==> src/rtl/delimited_text_dimension_scan_unit_assert.svh <==
// Assertion macros for the delimited text dimension scan unit.
// Expects clk_i and rst_ni in the scope of the module that uses them.
`ifndef DELIMITED_TEXT_DIMENSION_SCAN_UNIT_ASSERT_SVH
`define DELIMITED_TEXT_DIMENSION_SCAN_UNIT_ASSERT_SVH

// Same-cycle implication.
`define DTDS_ASSERT(label, ante, cons, msg) \
  label: assert property (@(posedge clk_i) disable iff (!rst_ni) (ante) |-> (cons)) \
    else $error(msg);

// Next-cycle implication.
`define DTDS_ASSERT_NEXT(label, ante, cons, msg) \
  label: assert property (@(posedge clk_i) disable iff (!rst_ni) (ante) |=> (cons)) \
    else $error(msg);

`endif

==> src/rtl/dtds_pkg.sv <==
// Package for the delimited text dimension scan unit.
// Byte codes, status codes and the result beat type; no dependencies.
`default_nettype none

package dtds_pkg;

  localparam int unsigned ByteW   = 8;
  localparam int unsigned RowOutW = 16;
  localparam int unsigned ColOutW = 10;
  localparam int unsigned StatW   = 2;

  localparam logic [ByteW-1:0] CH_LF      = 8'h0A;
  localparam logic [ByteW-1:0] CH_CR      = 8'h0D;
  localparam logic [ByteW-1:0] CH_TAB     = 8'h09;
  localparam logic [ByteW-1:0] CH_SPACE   = 8'h20;
  localparam logic [ByteW-1:0] CH_COMMA   = 8'h2C;
  localparam logic [ByteW-1:0] CH_PERCENT = 8'h25;
  localparam logic [ByteW-1:0] CH_HASH    = 8'h23;

  typedef enum logic [StatW-1:0] {
    STATUS_OK     = 2'd0,
    STATUS_INCONS = 2'd1,
    STATUS_EMPTY  = 2'd2
  } status_e;

  typedef struct packed {
    logic [RowOutW-1:0] row_count;
    logic [ColOutW-1:0] col_count;
    status_e            status;
    logic [RowOutW-1:0] bad_row;
  } result_t;

endpackage

`default_nettype wire

==> src/rtl/dtds_in_if.sv <==
// Input byte channel of the delimited text dimension scan unit.
// Valid/ready handshake; widths from dtds_pkg.
`default_nettype none

interface dtds_in_if;
  logic                      valid;
  logic                      ready;
  logic [dtds_pkg::ByteW-1:0] byte_value;
  logic                      is_last;

  modport source (output valid, output byte_value, output is_last, input ready);
  modport sink   (input valid, input byte_value, input is_last, output ready);
endinterface

`default_nettype wire

==> src/rtl/dtds_out_if.sv <==
// Result channel of the delimited text dimension scan unit.
// Valid/ready handshake; widths from dtds_pkg.
`default_nettype none

interface dtds_out_if;
  logic                         valid;
  logic                         ready;
  logic [dtds_pkg::RowOutW-1:0] row_count;
  logic [dtds_pkg::ColOutW-1:0] col_count;
  logic [dtds_pkg::StatW-1:0]   status;
  logic [dtds_pkg::RowOutW-1:0] bad_row;

  modport source (output valid, output row_count, output col_count, output status,
                  output bad_row, input ready);
  modport sink   (input valid, input row_count, input col_count, input status,
                  input bad_row, output ready);
endinterface

`default_nettype wire

==> src/rtl/delimited_text_dimension_scan_unit.sv <==
// Channel  Dir  Payload                                   Beat
// in_i     in   byte_value[7:0], is_last                  one text byte
// out_o    out  row_count[15:0], col_count[9:0],          one per file,
//               status[1:0], bad_row[15:0]                after the last byte
//
// One byte is taken every cycle unless in_i stalls; scan state updates in the cycle of the beat.
// The result of a last byte is valid on out_o from the next cycle, unless an
// older result still waits there; then it follows once that one is taken.
// A two-entry result buffer (output register plus skid) parts the two sides;
// in_i stalls only while both entries are full.
// Reset clears all scan state and empties the result buffer.
//
// Delimited text dimension scan: counts data lines and columns of a text stream.
// Depends on dtds_pkg, dtds_in_if, dtds_out_if and the assertion header.
`default_nettype none

`include "delimited_text_dimension_scan_unit_assert.svh"

module delimited_text_dimension_scan_unit #(
  parameter int unsigned ROW_BITS = 16,
  parameter int unsigned COL_BITS = 10
) (
  input  wire logic clk_i,
  input  wire logic rst_ni,
  dtds_in_if.sink   in_i,
  dtds_out_if.source out_o
);

  import dtds_pkg::*;

  localparam logic [ROW_BITS-1:0] RowMax = {ROW_BITS{1'b1}};
  localparam logic [COL_BITS-1:0] ColMax = {COL_BITS{1'b1}};

  typedef enum logic [1:0] {
    CLS_EOL,
    CLS_CMT,
    CLS_SEP,
    CLS_TXT
  } byte_cls_e;

  // scan state
  logic                in_field_q, in_field_d;
  logic                in_comment_q, in_comment_d;
  logic [COL_BITS-1:0] line_fields_q, line_fields_d;
  logic [COL_BITS-1:0] expected_cols_q, expected_cols_d;
  logic [ROW_BITS-1:0] rows_seen_q, rows_seen_d;
  logic                failed_q, failed_d;
  logic [ROW_BITS-1:0] fail_row_q, fail_row_d;

  // result buffer
  logic    out_valid_q, skid_valid_q;
  result_t out_data_q, skid_data_q;
  result_t result;

  logic      in_fire, push, pop;
  byte_cls_e cls;

  assign in_i.ready = !skid_valid_q;
  assign in_fire    = in_i.valid && in_i.ready;
  assign push       = in_fire && in_i.is_last;
  assign pop        = out_valid_q && out_o.ready;

  always_comb begin
    unique case (in_i.byte_value) inside
      CH_LF, CH_CR:              cls = CLS_EOL;
      CH_PERCENT, CH_HASH:       cls = CLS_CMT;
      CH_COMMA, CH_SPACE, CH_TAB: cls = CLS_SEP;
      default:                   cls = CLS_TXT;
    endcase
  end

  always_comb begin
    logic                fld;
    logic                cmt;
    logic [COL_BITS-1:0] lf;
    logic                close_now;
    logic [COL_BITS-1:0] exp_c;
    logic [ROW_BITS-1:0] rows_c;
    logic                fail_c;
    logic [ROW_BITS-1:0] frow_c;
    logic [ROW_BITS-1:0] rows_inc;

    fld = in_field_q;
    cmt = in_comment_q;
    lf  = line_fields_q;

    if (cls != CLS_EOL && !in_comment_q) begin
      case (cls)
        CLS_CMT: begin
          cmt = 1'b1;
          fld = 1'b0;
        end
        CLS_SEP: fld = 1'b0;
        default: begin
          if (!in_field_q) begin
            fld = 1'b1;
            if (line_fields_q != ColMax) lf = line_fields_q + 1'b1;
          end
        end
      endcase
    end

    close_now = (cls == CLS_EOL) || in_i.is_last;
    exp_c     = expected_cols_q;
    rows_c    = rows_seen_q;
    fail_c    = failed_q;
    frow_c    = fail_row_q;
    rows_inc  = (rows_seen_q == RowMax) ? RowMax : rows_seen_q + 1'b1;

    // close the line: first data line sets the width, later ones must match
    if (close_now && !failed_q && lf != '0) begin
      if (expected_cols_q == '0 || expected_cols_q == lf) begin
        exp_c  = lf;
        rows_c = rows_inc;
      end else begin
        fail_c = 1'b1;
        frow_c = rows_inc;
      end
    end

    result.row_count = RowOutW'(rows_c);
    result.col_count = ColOutW'(exp_c);
    if (fail_c)                          result.status = STATUS_INCONS;
    else if (rows_c == '0 || exp_c == '0) result.status = STATUS_EMPTY;
    else                                 result.status = STATUS_OK;
    result.bad_row = fail_c ? RowOutW'(frow_c) : '0;

    in_field_d      = close_now ? 1'b0 : fld;
    in_comment_d    = close_now ? 1'b0 : cmt;
    line_fields_d   = close_now ? '0 : lf;
    expected_cols_d = exp_c;
    rows_seen_d     = rows_c;
    failed_d        = fail_c;
    fail_row_d      = frow_c;

    // start the next file from reset values
    if (in_i.is_last) begin
      expected_cols_d = '0;
      rows_seen_d     = '0;
      failed_d        = 1'b0;
      fail_row_d      = '0;
    end
  end

  always_ff @(posedge clk_i or negedge rst_ni) begin
    if (!rst_ni) begin
      in_field_q      <= 1'b0;
      in_comment_q    <= 1'b0;
      line_fields_q   <= '0;
      expected_cols_q <= '0;
      rows_seen_q     <= '0;
      failed_q        <= 1'b0;
      fail_row_q      <= '0;
    end else if (in_fire) begin
      in_field_q      <= in_field_d;
      in_comment_q    <= in_comment_d;
      line_fields_q   <= line_fields_d;
      expected_cols_q <= expected_cols_d;
      rows_seen_q     <= rows_seen_d;
      failed_q        <= failed_d;
      fail_row_q      <= fail_row_d;
    end
  end

  // output register plus skid entry
  always_ff @(posedge clk_i or negedge rst_ni) begin
    if (!rst_ni) begin
      out_valid_q  <= 1'b0;
      skid_valid_q <= 1'b0;
    end else if (pop) begin
      if (skid_valid_q) begin
        skid_valid_q <= 1'b0;
      end else begin
        out_valid_q <= push;
      end
    end else if (push) begin
      if (out_valid_q) skid_valid_q <= 1'b1;
      else             out_valid_q  <= 1'b1;
    end
  end

  always_ff @(posedge clk_i) begin
    if (pop) begin
      if (skid_valid_q) out_data_q <= skid_data_q;
      else if (push)    out_data_q <= result;
    end else if (push) begin
      if (out_valid_q) skid_data_q <= result;
      else             out_data_q  <= result;
    end
  end

  assign out_o.valid     = out_valid_q;
  assign out_o.row_count = out_data_q.row_count;
  assign out_o.col_count = out_data_q.col_count;
  assign out_o.status    = out_data_q.status;
  assign out_o.bad_row   = out_data_q.bad_row;

  `DTDS_ASSERT(a_skid_behind_out, skid_valid_q, out_valid_q, "skid full with output empty")
  `DTDS_ASSERT_NEXT(a_last_gives_beat, push, out_valid_q, "last byte left no result beat")
  `DTDS_ASSERT(a_fail_row_set, failed_q, fail_row_q != '0, "mismatch without a line index")
  `DTDS_ASSERT(a_rows_need_width, expected_cols_q == '0, rows_seen_q == '0 && !failed_q,
               "rows counted before the column count was set")

endmodule

`default_nettype wire

==> src/flat_wrapper.sv <==
// flat-port wrapper written by rule: the top's interface ports become plain ports
module delimited_text_dimension_scan_unit_flat import dtds_pkg::*;
#(
  parameter int unsigned ROW_BITS = 16,
  parameter int unsigned COL_BITS = 10
)
  (clk_i, rst_ni, in_i_valid, in_i_byte_value, in_i_is_last, in_i_ready, out_o_valid, out_o_row_count, out_o_col_count, out_o_status, out_o_bad_row, out_o_ready);
  dtds_in_if in_i_i ();
  dtds_out_if out_o_i ();
  input  wire logic clk_i;
  input  wire logic rst_ni;
  input wire logic [$bits(in_i_i.valid)-1:0] in_i_valid;
  input wire logic [$bits(in_i_i.byte_value)-1:0] in_i_byte_value;
  input wire logic [$bits(in_i_i.is_last)-1:0] in_i_is_last;
  output wire logic [$bits(in_i_i.ready)-1:0] in_i_ready;
  output wire logic [$bits(out_o_i.valid)-1:0] out_o_valid;
  output wire logic [$bits(out_o_i.row_count)-1:0] out_o_row_count;
  output wire logic [$bits(out_o_i.col_count)-1:0] out_o_col_count;
  output wire logic [$bits(out_o_i.status)-1:0] out_o_status;
  output wire logic [$bits(out_o_i.bad_row)-1:0] out_o_bad_row;
  input wire logic [$bits(out_o_i.ready)-1:0] out_o_ready;
  assign in_i_i.valid = in_i_valid;
  assign in_i_i.byte_value = in_i_byte_value;
  assign in_i_i.is_last = in_i_is_last;
  assign in_i_ready = in_i_i.ready;
  assign out_o_valid = out_o_i.valid;
  assign out_o_row_count = out_o_i.row_count;
  assign out_o_col_count = out_o_i.col_count;
  assign out_o_status = out_o_i.status;
  assign out_o_bad_row = out_o_i.bad_row;
  assign out_o_i.ready = out_o_ready;
  delimited_text_dimension_scan_unit #(.ROW_BITS(ROW_BITS), .COL_BITS(COL_BITS)) u_core (.clk_i(clk_i), .rst_ni(rst_ni), .in_i(in_i_i), .out_o(out_o_i));
endmodule
==> config.mk <==
export PLATFORM = sky130hd
export DESIGN_NAME = delimited_text_dimension_scan_unit_flat
export DESIGN_NICKNAME = d
export VERILOG_FILES = /design/src/rtl/dtds_pkg.sv /design/src/rtl/dtds_in_if.sv /design/src/rtl/dtds_out_if.sv /design/src/rtl/delimited_text_dimension_scan_unit.sv /design/src/flat_wrapper.sv
export VERILOG_INCLUDE_DIRS = /design/src /design/src/rtl
export SDC_FILE = /design/constraint.sdc
export NUM_CORES = 1
export LEC_CHECK = 0
export ABC_CLOCK_PERIOD_IN_PS = 5400
export BUFFER_PORTS_ARGS = -buffer_cell sky130_fd_sc_hd__buf_4
export CORE_UTILIZATION = 50
export DETAILED_ROUTE_END_ITERATION = 8
export PLACE_DENSITY = 0.66
export SYNTH_ARGS = -nofsm -noshare
export SYNTH_HDL_FRONTEND = slang
export SYNTH_SLANG_ARGS = --single-unit
==> constraint.sdc <==
create_clock -name clk_i -period 5.4 [get_ports clk_i]
set_clock_uncertainty 0.1 [all_clocks]
set_input_delay 1.08 -clock clk_i [delete_from_list [all_inputs] [get_ports clk_i]]
set_output_delay 1.08 -clock clk_i [all_outputs]
set_load 0.01 [all_outputs]
==> flow_summary.ini, run 1 <==
[sta]
setup_viol = 0
min_period_ns = 5.03
slew_viol_final = 0
timing_hold_violations_final = 0
rsz0062_at_grt = no
fmax_ghz = 0.199
fin_crit_sh_pct = 93.1
holdWs_ns = 0.407
worst_pin_slew_ns = 1.05
slew_headroom_pct = 29.7

[placement]
dpl-instance-area_um2 = 8590
dp_hpwl_um = 13800
place_congestion = 0.978
io_buffers = 58

[worst_hold_path]
min_path_type = flop to flop

[critical_path]
slowest_delay_ns = 0.43
cp.arrival_ns = 5.10
cp-endpoint = u_core.out_o.row_count[15]$_DFFE_PP_
reg2reg_depth = 11
r2r-end = u_core.out_o.row_count[15]$_DFFE_PP_
cp_cell_sequence = buf_4 > or3_1 > nor4b_1 > ha_1 > nor3b_2 > buf_4 > o31ai_2 > nor2_1 > o32ai_1 > a2111oi_2 > o2111a_2 > a21oi_4 > nor2b_4 > buf_12 > mux2_4 > mux2_2
crit_path_max_fanout = 19
cpMostUsedCell = buf_4
critPathCaptureType = flop
crit_required_ns = 5.47
path_class = primary input to flop
worst-r2r-setup-slack_ns = 0.87
slowest_stage = or3_1
startpoint_type = primary input
r2r_start = u_core.line_fields_q[0]$_DFFE_PN0P_
cp-startpoint = in_i_byte_value[4]

[clock_network]
cts_tree = built
clk_pin_slew_worst_paths_ns = 0.06
cts.repair.resized = 0
clockBufferDepth = 2
postCtsHoldBufs = 0
postCtsSetupBuffers = 0
cts_made_buffers = 17
clock_latency_ns = 0.43
cts_max_level = 4
cts.sinks = 145
root_buffer = clkbuf_16

[final_layout]
nets = 756
area_growth_pct = 17.6
postLayoutCoreUtil_pct = 60.4
final_common_cell = edfxtp_1
design_area_um2 = 9210
drive_gt1_share_pct = 26.3
diodes = 0
fill_cells = 1250
mostFrequentLayoutCells = 88 x edfxtp_1, 84 x buf_4, 57 x nand2_1, 57 x dfrtp_1, 51 x a22o_1

[grt]
grt_overflow = 0
grt_pass1_vias = 5941
grtUsageTotal_pct = 26.3
grt_pass1_wl_um = 32300
antenna_found_initial = 0
grt_max_degree = 58

[die]
die_area_um2 = 16200
start_util_pct = 51.3
die_w_um = 127
rows = 45
pin_count = 59
die_y_um = 127
coreArea_um2 = 15300

[routing]
dr.pass1.iters = 5
routedWlPerCell_um = 20.9
drtIter0Drc = 403
postRouteAntennaNets = 0
drt-total-wl_um = 20100
drc = 0
vias = 5933
viasPerCell = 6.16

[power_and_ir_drop]
powerDensity_nw_per_um2 = 455
p_leak_nw = 3.80
ir_drop_mv = 0.235

[synthesis]
synthCells = 675
yosysUniqueCellTypes = 84
synth.yosys.seq_area_share_pct = 52.0
yosysWarnings = 0
synth-edff-count = 88
ys_ff_latch = 145
postSynthAreaPerCell_um2 = 11.6
syn-cell-area_um2 = 7830
syn_nets = 692
synth-async-reset-ratio_pct = 39.3
synth_ff_type = edfxtp_1

[run_status]
status = completed

[flow_run]
drv_cap = 0
synth_stat cells (all sizes together) (5+ instances only):
cell / instances / area, um2
a31oi: 8 / 50.1
clkbuf: 27 / 101
xor2: 10 / 87.6
a211oi: 5 / 47.5
and2: 6 / 40.0
nor3b: 6 / 50.1
xnor2: 10 / 87.6
nand3: 19 / 95.1
o31ai: 8 / 78.8
buf: 15 / 115
o211ai: 6 / 45.0
o21ai: 31 / 170
mux2: 53 / 653
and4: 5 / 43.8
inv: 21 / 78.8
nor3: 12 / 65.1
mux2i: 8 / 80.1
a21oi: 30 / 161
nand2b: 12 / 82.6
edfxtp: 88 / 2640
nor4: 10 / 62.6
nor2: 33 / 124
nand2: 57 / 214
dfrtp: 57 / 1430
nand4: 6 / 52.6
a22o: 51 / 447
and3: 9 / 56.3
report_power, final:
| group | internal (W) | total (W) | leakage (nW) | switching, W |
|---|---|---|---|---|
| clock network | 0.000743 | 0.00125 | 0.301 | 0.000503 |
| registers | 0.00139 | 0.00152 | 1.61 | 0.000130 |
| logic | 0.000635 | 0.00142 | 1.89 | 0.000786 |
registers in the layout (all words and copies together) (netlist names):
| signal | cells |
|---|---|
| u_core.skid_data_q | 44 |
| u_core.out_o.valid | 1 |
| u_core.out_o.col_count | 10 |
| u_core.out_o.row_count | 16 |
| u_core.expected_cols_q | 10 |
| u_core.in_comment_q | 1 |
| u_core.failed_q | 1 |
| u_core.skid_valid_q | 1 |
| u_core.in_field_q | 1 |
| u_core.fail_row_q | 16 |
| u_core.line_fields_q | 10 |
| u_core.rows_seen_q | 16 |
| u_core.out_o.bad_row | 16 |
| u_core.out_o.status | 2 |
logic make-up (layout without fill, tap and decap cells):
| logic type | count (synthesis) | after routing | synth area share (%) |
|---|---|---|---|
| multiplexers | 61 | 61 | 9.36 |
| flip-flops | 145 | 145 | 52.0 |
| adder cells (fa/ha/maj) | 4 | 4 | 0.639 |
| AO/OA/AOI/OAI | 186 | 186 | 18.3 |
| buffers and inverters | 63 | 140 | 3.77 |
| AND/OR/NAND/NOR | 196 | 196 | 13.7 |
| XOR/XNOR | 20 | 20 | 2.24 |
worst min path at each step:
stage                                        to                             start  slack [ns]  cells past startpoint
2_1_floorplan  u_core.fail_row_q[0]$_DFFE_PN0P_  u_core.fail_row_q[0]$_DFFE_PN0P_        0.37                      1
3_3_place_gp   u_core.fail_row_q[3]$_DFFE_PN0P_  u_core.fail_row_q[3]$_DFFE_PN0P_        0.39                      1
3_5_place_dp   u_core.fail_row_q[1]$_DFFE_PN0P_  u_core.fail_row_q[1]$_DFFE_PN0P_        0.39                      1
4_1_cts        u_core.fail_row_q[2]$_DFFE_PN0P_  u_core.fail_row_q[2]$_DFFE_PN0P_        0.41                      1
5_1_grt        u_core.fail_row_q[9]$_DFFE_PN0P_  u_core.fail_row_q[9]$_DFFE_PN0P_        0.41                      1
6_report       u_core.fail_row_q[7]$_DFFE_PN0P_  u_core.fail_row_q[7]$_DFFE_PN0P_        0.41                      1
final cells by class:
type	count	area (um2)	share of cell area, %
Clock inverter	15	196	2.13
Sequential cell	145	4070	44.2
Multi-Input combinational cell	467	3490	37.9
Tap cell	211	264	2.87
Clock buffer	17	425	4.62
Inverter	21	78.8	0.856
Timing Repair Buffer	87	691	7.50
worst max-delay path: cells and delay by family:
family / cells / cell delay [ns]
multiplexers: 2 / 0.61
buffers and inverters: 3 / 0.54
AO/OA/AOI/OAI: 5 / 1.09
AND/OR/NAND/NOR: 5 / 1.54
adder cells (fa/ha/maj): 1 / 0.25
through the flow:
step | instances | setup TNS, ns | power (W) | worst slack [ns]
after floorplan | 675 | 0 | 0.00244 | 0.316
after global placement | 931 | -0.0404 | 0.00293 | -0.0158
after detailed placement | 931 | -0.142 | 0.00296 | -0.0339
after CTS | 963 | 0 | 0.00420 | 0.388
after global routing | 963 | 0 | 0.00438 | 0.0916
final | 963 | 0 | 0.00419 | 0.374
per-layer routing:
layer  part of all wire, %  global-route usage, %  vias to the layer above  routed length (um)
li1                      -                      -                     2740                   -
met1                    42                   32.4                     2964                8530
met2                    50                   45.6                      183               10100
met3                   3.8                   3.69                       46                 769
met4                   3.6                   12.6                        0                 722
met5                     0                      0                        -                   0
No activity file was read; power rests on OpenSTA's default activity.
==> run 2: changes to the inputs <==
- BUFFER_PORTS_ARGS: -buffer_cell sky130_fd_sc_hd__buf_4 -> -buffer_cell sky130_fd_sc_hd__buf_2
==> flow_summary.ini, run 2 (synthesis gave the netlist of run 1 again) <==
[sta]
slew_viol_final = 0
worst_pin_slew_ns = 1.06
final.setup.worst_slack_ns = 0.448
setup_viol = 0
fmax_ghz = 0.202
timing_hold_violations_final = 0
min_period_ns = 4.95
fin_crit_sh_pct = 91.7
slew_headroom_pct = 29.5
rsz0062_at_grt = no

[final_layout]
fill_cells = 1257
nets = 749
largest_reg_flops = 44
area_growth_pct = 15.0
final_common_cell = edfxtp_1
diodes = 0
mostFrequentLayoutCells = 88 x edfxtp_1, 58 x buf_2, 57 x nand2_1, 57 x dfrtp_1, 51 x a22o_1
drive_gt1_share_pct = 25.5
postLayoutCoreUtil_pct = 59.0
top_register = u_core.skid_data_q

[placement]
io_buffers = 58
pre_cts_ws_ns = -0.0243
dp_hpwl_um = 13600
place_congestion = 0.960

[critical_path]
cpMostUsedCell = mux2_2
crit_path_max_fanout = 5
critPathCaptureType = flop
crit_required_ns = 5.48
startpoint_type = primary input
slowest_delay_ns = 0.43
cp.arrival_ns = 5.03
path_class = primary input to flop
slowest_stage = or3_1
cp_cell_sequence = buf_2 > or3_1 > nor4b_1 > ha_1 > or3b_1 > nor4_1 > o211ai_1 > and3_1 > a211oi_1 > o2111a_2 > a21oi_4 > nor2b_4 > buf_4 > mux2_2 > mux2_2

[clock_network]
cts.sinks = 145
postCtsHoldBufs = 0
clk_pin_slew_worst_paths_ns = 0.06
cts_made_buffers = 17
cts_tree = built
postCtsSetupBuffers = 0
cts.repair.resized = 0
clock_latency_ns = 0.43
clockBufferDepth = 2
cts_max_level = 4
root_buffer = clkbuf_16

[routing]
vias = 5899
drt-total-wl_um = 19700
drtIter0Drc = 505
postRouteAntennaNets = 0
routedWlPerCell_um = 20.6
dr.pass1.iters = 5
viasPerCell = 6.17
drc = 0

[grt]
grt_pass1_vias = 5916
grt_pass1_wl_um = 31700
grtUsageTotal_pct = 25.7
grt_max_degree = 46
antenna_found_initial = 0
grt_overflow = 0

[die]
die_area_um2 = 16200
rows = 45
start_util_pct = 51.3
die_w_um = 127
die_y_um = 127
coreArea_um2 = 15300
pin_count = 59

[power_and_ir_drop]
ir_drop_mv = 0.252
p_leak_nw = 3.72
powerDensity_nw_per_um2 = 453

[flow_run]
drv_cap = 0

[run_status]
status = completed

[worst_hold_path]
min_path_type = flop to flop
==> run 2: worst max-delay path, delay by kind of cell <==
family / cells / cell delay [ns]
mux: 2 / 0.65
compound gates: 4 / 0.73
fa+ha+maj: 1 / 0.24
buf+inv: 2 / 0.30
simple gates: 6 / 2.02
==> run 2: report_power, final <==
part / switching (W) / internal (W) / leakage, nW
logic: 0.000755 / 0.000536 / 1.80
clock network: 0.000481 / 0.000794 / 0.309
registers: 0.000124 / 0.00139 / 1.61
==> run 2: final timing paths <==
path	slack, ns	from	to	cells past startpoint
worst max register to register	1.07	u_core.line_fields_q[0]$_DFFE_PN0P_	u_core.out_o.col_count[1]$_DFFE_PP_	13
min in group asynchronous	0.45	rst_ni	u_core.in_comment_q$_DFFE_PN0P_	1
max in group asynchronous	3.84	rst_ni	u_core.line_fields_q[9]$_DFFE_PN0P_	2
worst max-delay path	0.45	in_i_byte_value[4]	u_core.out_o.col_count[1]$_DFFE_PP_	15
worst min-delay path	0.41	u_core.fail_row_q[1]$_DFFE_PN0P_	u_core.fail_row_q[1]$_DFFE_PN0P_	1
worst min register to register	0.41	u_core.fail_row_q[1]$_DFFE_PN0P_	u_core.fail_row_q[1]$_DFFE_PN0P_	1
==> run 2: final cells by class <==
class	instances	area (um2)	area share, %
multi-input cells	467	3490	38.7
clock inverters	13	198	2.19
well taps	211	264	2.93
inverters	21	78.8	0.875
repair buffers	80	468	5.20
flip-flops and latches	145	4070	45.2
clock buffers	19	443	4.92
==> run 2: stage by stage <==
step                hold slack, ns  power (W)  cell area [um2]  TNS (ns)  std cells
detailed placement           0.386    0.00282             8370    -0.118        924
floorplan                    0.367    0.00244             7840         0        675
global placement             0.384    0.00280             8370         0        924
CTS                          0.403    0.00410             9010         0        956
global route                 0.412    0.00427             9010         0        956
finish                       0.406    0.00408             9010         0        956
==> run 2: layer usage <==
metal / global-route usage [%] / wire, um / vias to the layer above
li1: - / - / 2715
met1: 32.4 / 8420 / 2937
met2: 42.7 / 9740 / 198
met3: 4.86 / 846 / 49
met4: 12.7 / 717 / 0
met5: 0 / 0 / -
